===== config.mk =====
export PLATFORM = sky130hd
export DESIGN_NAME = scancode_to_ascii_decoder_core
export DESIGN_NICKNAME = d
export VERILOG_FILES = /design/src/hdl/s2a_pkg.sv /design/src/hdl/scancode_to_ascii_decoder_core.sv /design/src/hdl/s2a_decode.sv
export SDC_FILE = /design/constraint.sdc
export NUM_CORES = 1
export LEC_CHECK = 0
export BUFFER_PORTS_ARGS = -buffer_cell sky130_fd_sc_hd__buf_2
export CELL_PAD_IN_SITES_DETAIL_PLACEMENT = 0
export CELL_PAD_IN_SITES_GLOBAL_PLACEMENT = 1
export CORE_ASPECT_RATIO = 1.5
export CORE_UTILIZATION = 46
export CTS_CLUSTER_DIAMETER = 60
export DETAILED_ROUTE_END_ITERATION = 7
export PLACE_DENSITY = 0.82
export SLEW_MARGIN = 20
export SYNTH_ARGS = -nofsm -noshare
export SYNTH_HDL_FRONTEND = slang
export SYNTH_HIERARCHICAL = 1
export SYNTH_SLANG_ARGS = --single-unit

===== constraint.sdc =====
create_clock -name clk_i -period 5.2 [get_ports clk_i]
set_input_delay 1.04 -clock clk_i [delete_from_list [all_inputs] [get_ports clk_i]]
set_output_delay 1.04 -clock clk_i [all_outputs]
set_load 0.01 [all_outputs]

===== src/hdl/s2a_pkg.sv =====
// Shared types, key codes and character tables for the scan code decoder.
// Depends on nothing; imported by s2a_decode and scancode_to_ascii_decoder_core.
`timescale 1ns / 1ps

package s2a_pkg;

  localparam int unsigned CodeW = 8;
  localparam int unsigned KeyW  = 7;
  localparam int unsigned CharW = 7;

  // Make codes with special handling
  localparam logic [KeyW-1:0] KEY_TAB    = 7'h0F;
  localparam logic [KeyW-1:0] KEY_ENTER  = 7'h1C;
  localparam logic [KeyW-1:0] KEY_LSHIFT = 7'h2A;
  localparam logic [KeyW-1:0] KEY_CAPS   = 7'h3A;

  // Control characters
  localparam logic [CharW-1:0] CHAR_NONE = 7'd0;
  localparam logic [CharW-1:0] CHAR_TAB  = 7'd9;
  localparam logic [CharW-1:0] CHAR_LF   = 7'd10;

  localparam logic [CharW-1:0] CHAR_LOWER_A = 7'd97;
  localparam logic [CharW-1:0] CHAR_LOWER_Z = 7'd122;
  localparam logic [CharW-1:0] CASE_DELTA   = 7'd32;

  typedef struct packed {
    logic caps_active;
    logic shift_held;
  } s2a_flags_t;

  // Unshifted ASCII for each key number; unmapped keys give zero
  function automatic logic [CharW-1:0] key_lookup(input logic [KeyW-1:0] key);
    logic [CharW-1:0] ch;
    unique case (key)
      7'd1:  ch = 7'd27;   // escape
      7'd2:  ch = 7'd49;   // 1
      7'd3:  ch = 7'd50;   // 2
      7'd4:  ch = 7'd51;   // 3
      7'd5:  ch = 7'd52;   // 4
      7'd6:  ch = 7'd53;   // 5
      7'd7:  ch = 7'd54;   // 6
      7'd8:  ch = 7'd55;   // 7
      7'd9:  ch = 7'd56;   // 8
      7'd10: ch = 7'd57;   // 9
      7'd11: ch = 7'd48;   // 0
      7'd12: ch = 7'd45;   // -
      7'd13: ch = 7'd61;   // =
      7'd14: ch = 7'd8;    // backspace
      7'd15: ch = 7'd9;    // tab
      7'd16: ch = 7'd113;  // q
      7'd17: ch = 7'd119;  // w
      7'd18: ch = 7'd101;  // e
      7'd19: ch = 7'd114;  // r
      7'd20: ch = 7'd116;  // t
      7'd21: ch = 7'd121;  // y
      7'd22: ch = 7'd117;  // u
      7'd23: ch = 7'd105;  // i
      7'd24: ch = 7'd111;  // o
      7'd25: ch = 7'd112;  // p
      7'd26: ch = 7'd91;   // [
      7'd27: ch = 7'd93;   // ]
      7'd28: ch = 7'd10;   // newline
      7'd30: ch = 7'd97;   // a
      7'd31: ch = 7'd115;  // s
      7'd32: ch = 7'd100;  // d
      7'd33: ch = 7'd102;  // f
      7'd34: ch = 7'd103;  // g
      7'd35: ch = 7'd104;  // h
      7'd36: ch = 7'd106;  // j
      7'd37: ch = 7'd107;  // k
      7'd38: ch = 7'd108;  // l
      7'd39: ch = 7'd59;   // ;
      7'd40: ch = 7'd39;   // apostrophe
      7'd41: ch = 7'd96;   // backtick
      7'd43: ch = 7'd92;   // backslash
      7'd44: ch = 7'd122;  // z
      7'd45: ch = 7'd120;  // x
      7'd46: ch = 7'd99;   // c
      7'd47: ch = 7'd118;  // v
      7'd48: ch = 7'd98;   // b
      7'd49: ch = 7'd110;  // n
      7'd50: ch = 7'd109;  // m
      7'd51: ch = 7'd44;   // ,
      7'd52: ch = 7'd46;   // .
      7'd53: ch = 7'd47;   // /
      7'd55: ch = 7'd42;   // keypad *
      7'd57: ch = 7'd32;   // space
      7'd74: ch = 7'd45;   // keypad -
      7'd78: ch = 7'd43;   // keypad +
      default: ch = CHAR_NONE;
    endcase
    return ch;
  endfunction

  function automatic logic [CharW-1:0] to_upper(input logic [CharW-1:0] c);
    logic [CharW-1:0] r;
    r = c;
    if (c >= CHAR_LOWER_A && c <= CHAR_LOWER_Z) begin
      r = c - CASE_DELTA;
    end
    return r;
  endfunction

  // Shifted symbol map; letters go to uppercase
  function automatic logic [CharW-1:0] shifted(input logic [CharW-1:0] c);
    logic [CharW-1:0] r;
    unique case (c)
      7'd49:  r = 7'd33;   // 1 -> !
      7'd50:  r = 7'd64;   // 2 -> @
      7'd51:  r = 7'd35;   // 3 -> #
      7'd52:  r = 7'd36;   // 4 -> $
      7'd53:  r = 7'd37;   // 5 -> %
      7'd54:  r = 7'd94;   // 6 -> ^
      7'd55:  r = 7'd38;   // 7 -> &
      7'd56:  r = 7'd42;   // 8 -> *
      7'd57:  r = 7'd40;   // 9 -> (
      7'd48:  r = 7'd41;   // 0 -> )
      7'd45:  r = 7'd95;   // - -> _
      7'd61:  r = 7'd43;   // = -> +
      7'd91:  r = 7'd123;  // [ -> {
      7'd93:  r = 7'd125;  // ] -> }
      7'd59:  r = 7'd58;   // ; -> :
      7'd39:  r = 7'd34;   // apostrophe -> double quote
      7'd44:  r = 7'd60;   // , -> <
      7'd46:  r = 7'd62;   // . -> >
      7'd47:  r = 7'd63;   // / -> ?
      7'd92:  r = 7'd124;  // backslash -> bar
      7'd96:  r = 7'd126;  // backtick -> tilde
      default: r = to_upper(c);
    endcase
    return r;
  endfunction

endpackage


===== src/hdl/scancode_to_ascii_decoder_core.sv =====
// Top level of the set-1 scan code to ASCII decoder: stream ports and pipeline registers.
// Depends on s2a_pkg and s2a_decode.
`timescale 1ns / 1ps

// Takes one set-1 scan code byte per request on the slave stream and returns one
// ASCII character (zero when the code gives none) per request on the master stream,
// in order. Caps lock and left shift are tracked internally and cleared by reset.
// Each request passes an input register and then a result register, and a new
// request is taken every cycle as long as the master side keeps accepting; the
// table lookup between the two registers sets the clock limit.
module scancode_to_ascii_decoder_core (
  input  logic       clk_i,
  input  logic       rst_ni,
  input  logic       s_axis_tvalid_i,
  output logic       s_axis_tready_o,
  input  logic [7:0] s_axis_tdata_i,   // [7:0] scan_code
  output logic       m_axis_tvalid_o,
  input  logic       m_axis_tready_i,
  output logic [7:0] m_axis_tdata_o    // [6:0] character, [7] zero
);
  import s2a_pkg::*;

  logic               in_valid_d, in_valid_q;
  logic [CodeW-1:0]   code_q;
  logic               out_valid_d, out_valid_q;
  logic [CharW-1:0]   char_q;
  logic [CharW-1:0]   char_w;
  logic               out_free_w;
  logic               advance_w;
  logic               s_accept_w;
  s2a_flags_t         flags_w;

  // Pipeline handshake
  assign out_free_w      = ~out_valid_q | m_axis_tready_i;
  assign advance_w       = in_valid_q & out_free_w;
  assign s_axis_tready_o = ~in_valid_q | out_free_w;
  assign s_accept_w      = s_axis_tvalid_i & s_axis_tready_o;

  assign in_valid_d  = s_accept_w | (in_valid_q & ~advance_w);
  assign out_valid_d = advance_w | (out_valid_q & ~m_axis_tready_i);

  // Hold control state
  always_ff @(posedge clk_i or negedge rst_ni) begin
    if (!rst_ni) begin
      in_valid_q  <= 1'b0;
      out_valid_q <= 1'b0;
    end else begin
      in_valid_q  <= in_valid_d;
      out_valid_q <= out_valid_d;
    end
  end

  // Capture the input request
  always_ff @(posedge clk_i) begin
    if (s_accept_w) begin
      code_q <= s_axis_tdata_i;
    end
  end

  s2a_decode u_decode (
    .clk_i     (clk_i),
    .rst_ni    (rst_ni),
    .advance_i (advance_w),
    .code_i    (code_q),
    .char_o    (char_w),
    .flags_o   (flags_w)
  );

  // Load the result register
  always_ff @(posedge clk_i) begin
    if (advance_w) begin
      char_q <= char_w;
    end
  end

  assign m_axis_tvalid_o = out_valid_q;
  assign m_axis_tdata_o  = {1'b0, char_q};

`ifndef SYNTHESIS
  a_shift_set: assert property (@(posedge clk_i) disable iff (!rst_ni)
    advance_w && code_q == {1'b0, KEY_LSHIFT} |=> flags_w.shift_held)
    else $error("left shift make did not set shift flag");

  a_caps_toggle: assert property (@(posedge clk_i) disable iff (!rst_ni)
    advance_w && code_q == {1'b0, KEY_CAPS}
      |=> flags_w.caps_active != $past(flags_w.caps_active))
    else $error("caps lock make did not toggle caps flag");

  a_release_zero: assert property (@(posedge clk_i) disable iff (!rst_ni)
    advance_w && code_q[CodeW-1] |=> out_valid_q && char_q == CHAR_NONE)
    else $error("release code produced a nonzero character");

  a_input_hold: assert property (@(posedge clk_i) disable iff (!rst_ni)
    in_valid_q && !out_free_w |=> in_valid_q && $stable(code_q))
    else $error("stalled input request was lost or changed");
`endif

endmodule


===== src/hdl/s2a_decode.sv =====
// Scan code decode: caps lock and left shift flags plus the character lookup.
// Depends on s2a_pkg.
`timescale 1ns / 1ps

module s2a_decode (
  input  logic                     clk_i,
  input  logic                     rst_ni,
  input  logic                     advance_i,  // request moves to the result register
  input  logic [s2a_pkg::CodeW-1:0] code_i,
  output logic [s2a_pkg::CharW-1:0] char_o,
  output s2a_pkg::s2a_flags_t      flags_o
);
  import s2a_pkg::*;

  s2a_flags_t       flags_d, flags_q;
  logic             release_w;
  logic [KeyW-1:0]  key_w;
  logic [CharW-1:0] base_w;

  assign release_w = code_i[CodeW-1];
  assign key_w     = code_i[KeyW-1:0];
  assign base_w    = key_lookup(key_w);

  // Flag update for the code in the input register
  always_comb begin
    flags_d = flags_q;
    if (release_w) begin
      if (key_w == KEY_LSHIFT) begin
        flags_d.shift_held = 1'b0;
      end
    end else if (key_w == KEY_CAPS) begin
      flags_d.caps_active = ~flags_q.caps_active;
    end else if (key_w == KEY_LSHIFT) begin
      flags_d.shift_held = 1'b1;
    end
  end

  // Character for the code under the current flags
  always_comb begin
    if (release_w || key_w == KEY_CAPS || key_w == KEY_LSHIFT) begin
      char_o = CHAR_NONE;
    end else if (key_w == KEY_ENTER) begin
      char_o = CHAR_LF;
    end else if (key_w == KEY_TAB) begin
      char_o = CHAR_TAB;
    end else if (flags_q.shift_held) begin
      char_o = shifted(base_w);
    end else if (flags_q.caps_active) begin
      char_o = to_upper(base_w);
    end else begin
      char_o = base_w;
    end
  end

  // Commit flags only when the request advances
  always_ff @(posedge clk_i or negedge rst_ni) begin
    if (!rst_ni) begin
      flags_q <= '0;
    end else if (advance_i) begin
      flags_q <= flags_d;
    end
  end

  assign flags_o = flags_q;

endmodule

# [Word level (Yosys, flattened, before mapping)]
# Memories as Yosys holds them, arrays and structs flattened. A register that Yosys moved wholly into a read port is not among the register bits.
# Cells that the tools add are included.
[word_totals] in_bits=12 elab_cells=70 output_inout_bits=10 regBits=19 latchBits=0 n_memories=1 romBits=896 ram_bits=0
[classes] multipliers=0 n_lt_le_gt_ge=2 div_mod_pow=0 n_reduce_logical=7 shift=0 muxes=11 n_bitwise=14 n_eq_ne=26 add_sub_neg=1
[memory_table] name="(no name shown)" words=128 width=7 rd=1 rd_clocked_by_memory_dff=1 wr=0 line_no="s2a_pkg.sv:34" rtl="unique case (key)"
[ops] operator="7-bit case mux with 21 select lines" count=1
[ops] operator="7-bit by 6-bit equality test with 1-bit output (second input constant)" count=19
[ops] operator="7-bit equality test (second input constant)" count=4
[ops] operator="7-bit 2-to-1 mux" count=4
[ops] operator="4-bit 2-to-1 mux" count=2
[ops] operator="7-bit by 4-bit equality test with 1-bit output (second input constant)" count=1
[ops] operator="7-bit by 5-bit equality test with 1-bit output (second input constant)" count=1
[ops] operator="7-bit greater-or-equal comparator (second input constant)" count=1
[ops] operator="7-bit less-or-equal comparator (second input constant)" count=1
[ops] operator="7-bit by 6-bit subtractor with 7-bit output (second input constant)" count=1
[ops] operator="1-bit NOT" count=6
[ops] operator="3-bit AND reduction" count=2
[ops] operator="1-bit AND" count=4
[ops] operator="1-bit 2-to-1 mux" count=4
[ops] operator="1-bit OR" count=4
[ops] operator="3-bit OR reduction" count=1
[ops] operator="1-bit logical OR" count=2
[ops] operator="2-bit inequality test (second input constant)" count=1
[ops] operator="2-bit OR reduction" count=1
[ops] operator="1-bit logical AND" count=1

# [Longest topological paths before layout]
# Gate-level depths: netlist of run 1.
[logic_depth] depth_word=7 ltp_mapped=16 ltp_nobuf=13

# [By module]
# Netlist of run 1, hierarchy kept.
[by_module_without_submodules] module="s2a_decode" instances=1 seq_area_each_um2=50.0 area_per_inst_um2=1959.4 cells_each=278
[by_module_without_submodules] module="scancode_to_ascii_decoder_core" instances=1 seq_area_each_um2=500.5 area_per_inst_um2=565.5 cells_each=25

# [Worst setup path before layout of run 1]
# No wires, ideal clock.
[synth_timing] kind="register to register" start="register code_q[1]" end="register char_q[3], data pin" stages_incl_launch_ff=15 n_path_buf=2 path_slack_ps=1176 t_arrival_ps=3768 period_less_slack_ps=4024 path_cell_list="edfxtp_1 > clkbuf_1 > inv_1 > ha_1 > mux2_2 > a31oi_1 > or4b_4 > o21ai_2 > nand2_2 > o32ai_2 > nor2_1 > and4_1 > buf_6 > or4_1 > o211a_1"
[synth_via] elab_chain_len=3
[synth_lines] item="start, declared" line_no="scancode_to_ascii_decoder_core.sv:24" rtl="logic [CodeW-1:0] code_q;"
[synth_lines] item="start signal, assigned" line_no="scancode_to_ascii_decoder_core.sv:56" rtl="code_q <= s_axis_tdata_i;"
[synth_lines] item="7-bit by 4-bit equality test with 1-bit output or 7-bit by 6-bit equality test with 1-bit output (tied branches)" line_no="s2a_decode.sv:44, s2a_decode.sv:40"
[synth_lines] item="4-bit 2-to-1 mux or 1-bit logical OR (tied branches)" line_no="s2a_decode.sv:44, s2a_decode.sv:40"
[synth_lines] item="4-bit 2-to-1 mux or 1-bit logical OR (tied branches)" line_no="s2a_decode.sv:42, s2a_decode.sv:40"
[synth_lines] item="end signal, assigned" line_no="scancode_to_ascii_decoder_core.sv:72" rtl="char_q <= char_w;"
[synth_lines] item="end, declared" line_no="scancode_to_ascii_decoder_core.sv:26" rtl="logic [CharW-1:0] char_q;"
# Parallel ways exist; a longest one is shown, timed or not.
# A chain may end at the register's enable or synchronous reset.

# [Worst setup path after layout of run 1]
# Same ends and word-level chain as after synthesis.

==> results.cfg, run 1 <==
[run_status]
status = finished, final reports clean

[floorplan]
die_h_um = 92.7
die_w_um = 62.5
initial_core_util_pct = 48.5
io_pins = 22
fp.dieArea_mm2 = 0.00580
core_area_mm2 = 0.00520
num_rows = 32

[route]
routed_wl_mm = 7.14
drt-initial-drc-count = 289
drc_errors = 0
drt-pass1-iter-count = 6
antenna_left = 0
vias = 2400
wl_per_cell_um = 19.1
vias_per_cell = 6.43

[min_path]
hold_depth = 1
holdPathEnd = u_decode/flags_o[1]$_DFFE_PN0P_
hold_path_class = flip-flop to flip-flop
min_from = u_decode/flags_o[1]$_DFFE_PN0P_

[sta]
worst_pin_slew_ps = 839
maxSlewHeadroom_pct = 43.3
rsz0062_at_grt = false
clock_skew_ps = 2.15
fmax_ghz = 0.228
min_period_ps = 4390
maxSlewViolCount = 0
whs_ps = 474
finalSetupTns_ps = 0
setup_viol = 0
fin_crit_sh_pct = 84.4
hold_viol = 0

[setup_path]
cp_slowest_cell = edfxtp_1
critical_path.max_stage_delay_ps = 740
endpoint_kind = flip-flop
r2r-start = code_q[1]$_DFFE_PP_
cp_max_fo = 18
crit_type = flip-flop to flip-flop
arrival_ps = 4400
r2r_cells = 11
cp.required_ps = 5210
r2r-end = char_q[3]$_DFFE_PP_
worst-path-buf-inv = 1
cp-start-kind = flip-flop
r2r_slack_ps = 810
crit_family = simple AND/OR/NAND/NOR gates
crit_path_cell_trace = inv_1, ha_1, mux2_2, o32a_1, a221oi_4, and3_1, nand2_1, a211o_1, and4_1, or4_1, o211a_1

[layout]
fin_cells = 373
area_growth_pct = 3.87
drive_gt1_share_pct = 15.4
antenna_cells = 0
fillers = 532
fin_nets = 330

[clock_tree]
cts_max_level = 1
cts_tree = yes
cts.sinks = 19
cts_made_buffers = 3
root_buffer = clkbuf_8
cts_setup_buffers = 0
clk_latency_ps = 260
clkSlewWorstSetupHoldPaths_ps = 70
cts_resized = 0
clk_path_buf_depth = 2
cts_hold_buf = 0

[synthesis]
yosys.area.top_type = edfxtp_1
synth_warnings = 6
synthTopCellsByArea = edfxtp_1 (18%), ha_1 (5.9%), mux2i_1 (4.4%)
syn_nets = 327
yosysTopAreaCellShare_pct = 17.8
synthCells = 303
synthArstFlopShare_pct = 21.1
synth_most_common_cell = nand2_1
synth_area_per_cell_um2 = 8.33
yosysSeqAreaShare_pct = 21.8
synth-edff-count = 15
synth_common_cells = nand2_1 (20), a21oi_1 (18), edfxtp_1 (15)
synth_ff_type = edfxtp_1
ys_types = 79
syn_area_mm2 = 0.00252
synth_seq_cells = 19

[place]
numPortBuffers = 20
dpl.cell_count = 369
gp_congestion = 0.956
hpwl_mm = 5.42

[global_routing]
grt_pass1_wl_mm = 11.4
grt_pass1_vias = 2210
antenna_found_initial = 0
grt-ovfl-total = 0
grtUsageTotal_pct = 25.1
grt_max_degree = 37

[pwr]
power.leakage_uw = 0.000979
ir_worst_vdd_mv = 0.158
power.density_mw_per_mm2 = 191

[flow_run]
max_cap_viol_count = 0
worst reg2reg max path: stages, from the launching register on:
cell,delay (ps)
edfxtp_1,740
inv_1,230
ha_1,300
mux2_2,300
o32a_1,210
a221oi_4,590
and3_1,430
nand2_1,140
a211o_1,310
and4_1,260
or4_1,480
o211a_1,140
area by class of cell:
type,count,area [um^2],share of cell area [%]
multi-input combinational,245,1760,67.0
sequential,19,551,21.0
timing repair buffer,25,138,5.25
tap,68,85.1,3.24
inverter,12,47.5,1.81
clock buffer,4,45.0,1.72
power breakdown:
group	switching, uW	leakage [uW]	internal, uW
clock	45.9	0.0000228	54.5
combinational	127	0.000761	76.0
sequential	18.2	0.000195	178
total	191	0.000979	309
flip-flops by register name, indices dropped and copies added, names as in the netlist:
name              cells
code_q                8
char_q                7
u_decode/flags_o      2
in_valid_q            1
m_axis_tvalid_o       1
routing by layer:
layer / global-route usage [%] / part of all wire [%] / vias to the layer above
li1: - / - / 1167
met5: 0 / 0 / -
met3: 2.96 / 4.2 / 22
met2: 44.6 / 52 / 82
met1: 30.1 / 41 / 1129
met4: 10.9 / 3.5 / 0
logic make-up (layout without fill, tap and decap cells):
family / Yosys count / after routing / share of synthesized area (%)
DFF: 19 / 19 / 21.8
adders and majority gates: 12 / 12 / 5.95
muxes: 12 / 12 / 4.81
xor gates and xnor gates: 4 / 4 / 1.39
other: 1 / 1 / 0.149
AOI/OAI and AO/OA: 98 / 98 / 29.9
and+or+nand+nor: 118 / 118 / 27.4
buffers and inverters: 39 / 41 / 8.62
worst max path at each step:
stage / from / end / slack [ps] / cells past startpoint
after floorplan: code_q[1]$_DFFE_PP_ / char_q[3]$_DFFE_PP_ / 1180 / 14
after global placement: code_q[1]$_DFFE_PP_ / char_q[3]$_DFFE_PP_ / 950 / 12
after detailed placement: code_q[1]$_DFFE_PP_ / char_q[3]$_DFFE_PP_ / 880 / 12
after CTS: code_q[1]$_DFFE_PP_ / char_q[3]$_DFFE_PP_ / 880 / 12
after global routing: code_q[1]$_DFFE_PP_ / char_q[3]$_DFFE_PP_ / 530 / 12
final: code_q[1]$_DFFE_PP_ / char_q[3]$_DFFE_PP_ / 810 / 11
stage by stage:
| step | utilization [%] | cell area [um^2] | total power, uW | setup WS (ps) |
|---|---|---|---|---|
| 4_1_cts | 50.4 | 2620 | 500 | 876 |
| 3_5_place_dp | 49.5 | 2580 | 398 | 884 |
| 6_report | 50.4 | 2620 | 500 | 813 |
| 2_1_floorplan | - | 2520 | 357 | 1180 |
| 5_1_grt | 50.4 | 2620 | 528 | 528 |
| 3_3_place_gp | 49.5 | 2580 | 398 | 954 |
cell usage in the layout, fill, tap and decap left out, types with 2 or more instances in the layout:
cell type	Yosys	routed
clkbuf_8	0	3
nor3_1	12	12
nand4_1	8	8
a31oi_1	9	9
a22oi_1	2	2
a21o_1	2	2
nor2_1	13	13
o31ai_1	4	4
a211oi_1	10	10
and4_1	2	2
nor4_1	2	2
nor2b_1	10	10
nand2_1	20	20
dfrtp_1	4	4
o31a_1	3	3
buf_4	7	5
xnor2_1	4	4
a311o_1	2	2
or3b_1	2	2
nand3_1	10	10
nand3b_1	4	4
mux2i_1	11	11
or2_1	3	3
or3_1	4	4
and3_1	4	4
a21oi_1	18	18
o32a_1	2	2
o21a_1	3	3
o21ai_1	4	4
inv_1	10	10
o21ai_0	9	9
nand2b_1	10	10
a2bb2oi_1	2	2
buf_2	10	20
ha_1	12	12
edfxtp_1	15	15
o211ai_1	2	2
a2111oi_2	2	2
o22ai_1	4	4
(Power assumes the default switching activity.)
==> run 2: changes to the inputs <==
==> constraint.sdc (replaced) <==
create_clock -name clk_i -period 4.1 [get_ports clk_i]
set_input_delay 0.82 -clock clk_i [delete_from_list [all_inputs] [get_ports clk_i]]
set_output_delay 0.82 -clock clk_i [all_outputs]
set_load 0.01 [all_outputs]
==> results.cfg, run 2 (same netlist as run 1, synthesis figures left out) <==
[route]
vias_per_cell = 6.36
drt-pass1-iter-count = 6
vias = 2467
wl_per_cell_um = 18.7
drt-initial-drc-count = 199
routed_wl_mm = 7.24
antenna_left = 0
drc_errors = 0

[sta]
finalSetupTns_ps = 0
fin_ws_ps = 251
rsz0062_at_grt = false
min_period_ps = 3850
clock_skew_ps = 2.04
fin_crit_sh_pct = 93.9
hold_viol = 0
maxSlewViolCount = 0
maxSlewHeadroom_pct = 46.1
worst_pin_slew_ps = 798
fmax_ghz = 0.260
setup_viol = 0

[layout]
fillers = 542
area_growth_pct = 8.87
drive_gt1_share_pct = 19.7
largest_reg_flops = 8
antenna_cells = 0
finish.utilization_pct = 52.8
fin_nets = 345
top_register = code_q
mostFrequentLayoutCells = buf_2 (20), nand2_1 (20), buf_4 (19)

[pwr]
ir_worst_vdd_mv = 0.241
power_uw = 649
power.density_mw_per_mm2 = 236
power.leakage_uw = 0.00106

[setup_path]
arrival_ps = 3830
cp.required_ps = 4080
cp_max_fo = 9
cp-start-kind = flip-flop
endpoint_kind = flip-flop
r2r_cells = 13
crit_type = flip-flop to flip-flop

[clock_tree]
cts_made_buffers = 3
cts_setup_buffers = 0
cts_hold_buf = 0
cts.sinks = 19
cts_tree = yes
clkSlewWorstSetupHoldPaths_ps = 60
clk_latency_ps = 250
cts_max_level = 1
root_buffer = clkbuf_8
clk_path_buf_depth = 2
cts_resized = 0

[global_routing]
grt_pass1_wl_mm = 11.7
antenna_found_initial = 0
grt-ovfl-total = 0
grt_pass1_vias = 2431
grt_max_degree = 36
grtUsageTotal_pct = 25.7

[floorplan]
core_area_mm2 = 0.00520
die_w_um = 62.5
num_rows = 32
initial_core_util_pct = 48.5
fp.dieArea_mm2 = 0.00580
io_pins = 22
die_h_um = 92.7

[run_status]
status = finished, final reports clean

[place]
gp_congestion = 0.916
numPortBuffers = 20
hpwl_mm = 5.68
dp_slack_ps = 232

[min_path]
hold_path_class = primary input to asynchronous set/reset pin

[flow_run]
max_cap_viol_count = 0
## run 2: final cells by class
| type | instances | area, um^2 | share of cell area [%] |
|---|---|---|---|
| timing repair buffer | 40 | 263 | 9.56 |
| tap | 68 | 85.1 | 3.10 |
| sequential | 19 | 551 | 20.0 |
| multi-input combinational | 245 | 1760 | 64.0 |
| inverter | 12 | 47.5 | 1.73 |
| clock buffer | 4 | 45.0 | 1.64 |
## run 2: through the flow
| step | instance area [um^2] | instances | hold WS, ps |
|---|---|---|---|
| 3_3_place_gp | 2700 | 384 | 465 |
| 4_1_cts | 2750 | 388 | 353 |
| 5_1_grt | 2750 | 388 | 349 |
| 2_1_floorplan | 2520 | 303 | 438 |
| 6_report | 2750 | 388 | 359 |
| 3_5_place_dp | 2700 | 384 | 457 |
## run 2: critical path: stages, from the launching register on
cell      delay, ps
edfxtp_1        380
inv_1           170
ha_1            300
buf_4           160
nor2b_1         130
o311a_1         350
nor2b_1         170
o31a_1          430
nand2_1         190
or3_1           220
a21boi_0        300
o21ai_0         250
a211oi_1        390
a211oi_1        150
## run 2: routing by layer
layer / vias up / wire length, um / global-route usage [%]
met5: - / 0 / 0
met4: 0 / 163 / 8.72
met3: 15 / 219 / 2.71
met2: 77 / 3860 / 47.6
met1: 1190 / 3000 / 30.2
li1: 1185 / - / -
## run 2: path summary, 6_finish.rpt
| path | startpoint | end | slack [ps] |
|---|---|---|---|
| max | code_q[1]$_DFFE_PP_ | char_q[2]$_DFFE_PP_ | 250 |
| min | rst_ni | u_decode/flags_o[0]$_DFFE_PN0P_ | 360 |
| max reg2reg | code_q[1]$_DFFE_PP_ | char_q[2]$_DFFE_PP_ | 250 |
| min reg2reg | u_decode/flags_o[1]$_DFFE_PN0P_ | u_decode/flags_o[1]$_DFFE_PN0P_ | 460 |
| max in group asynchronous | rst_ni | m_axis_tvalid_o$_DFF_PN0_ | 3620 |
| min in group clk_i | u_decode/flags_o[1]$_DFFE_PN0P_ | u_decode/flags_o[1]$_DFFE_PN0P_ | 460 |
## run 2: power breakdown
group          internal, uW  total, uW  leakage (uW)  switching (uW)
clock                  68.9        123     0.0000228            54.3
sequential              226        239      0.000195            13.2
combinational           112        286      0.000837             174
total                   407        649       0.00106             242
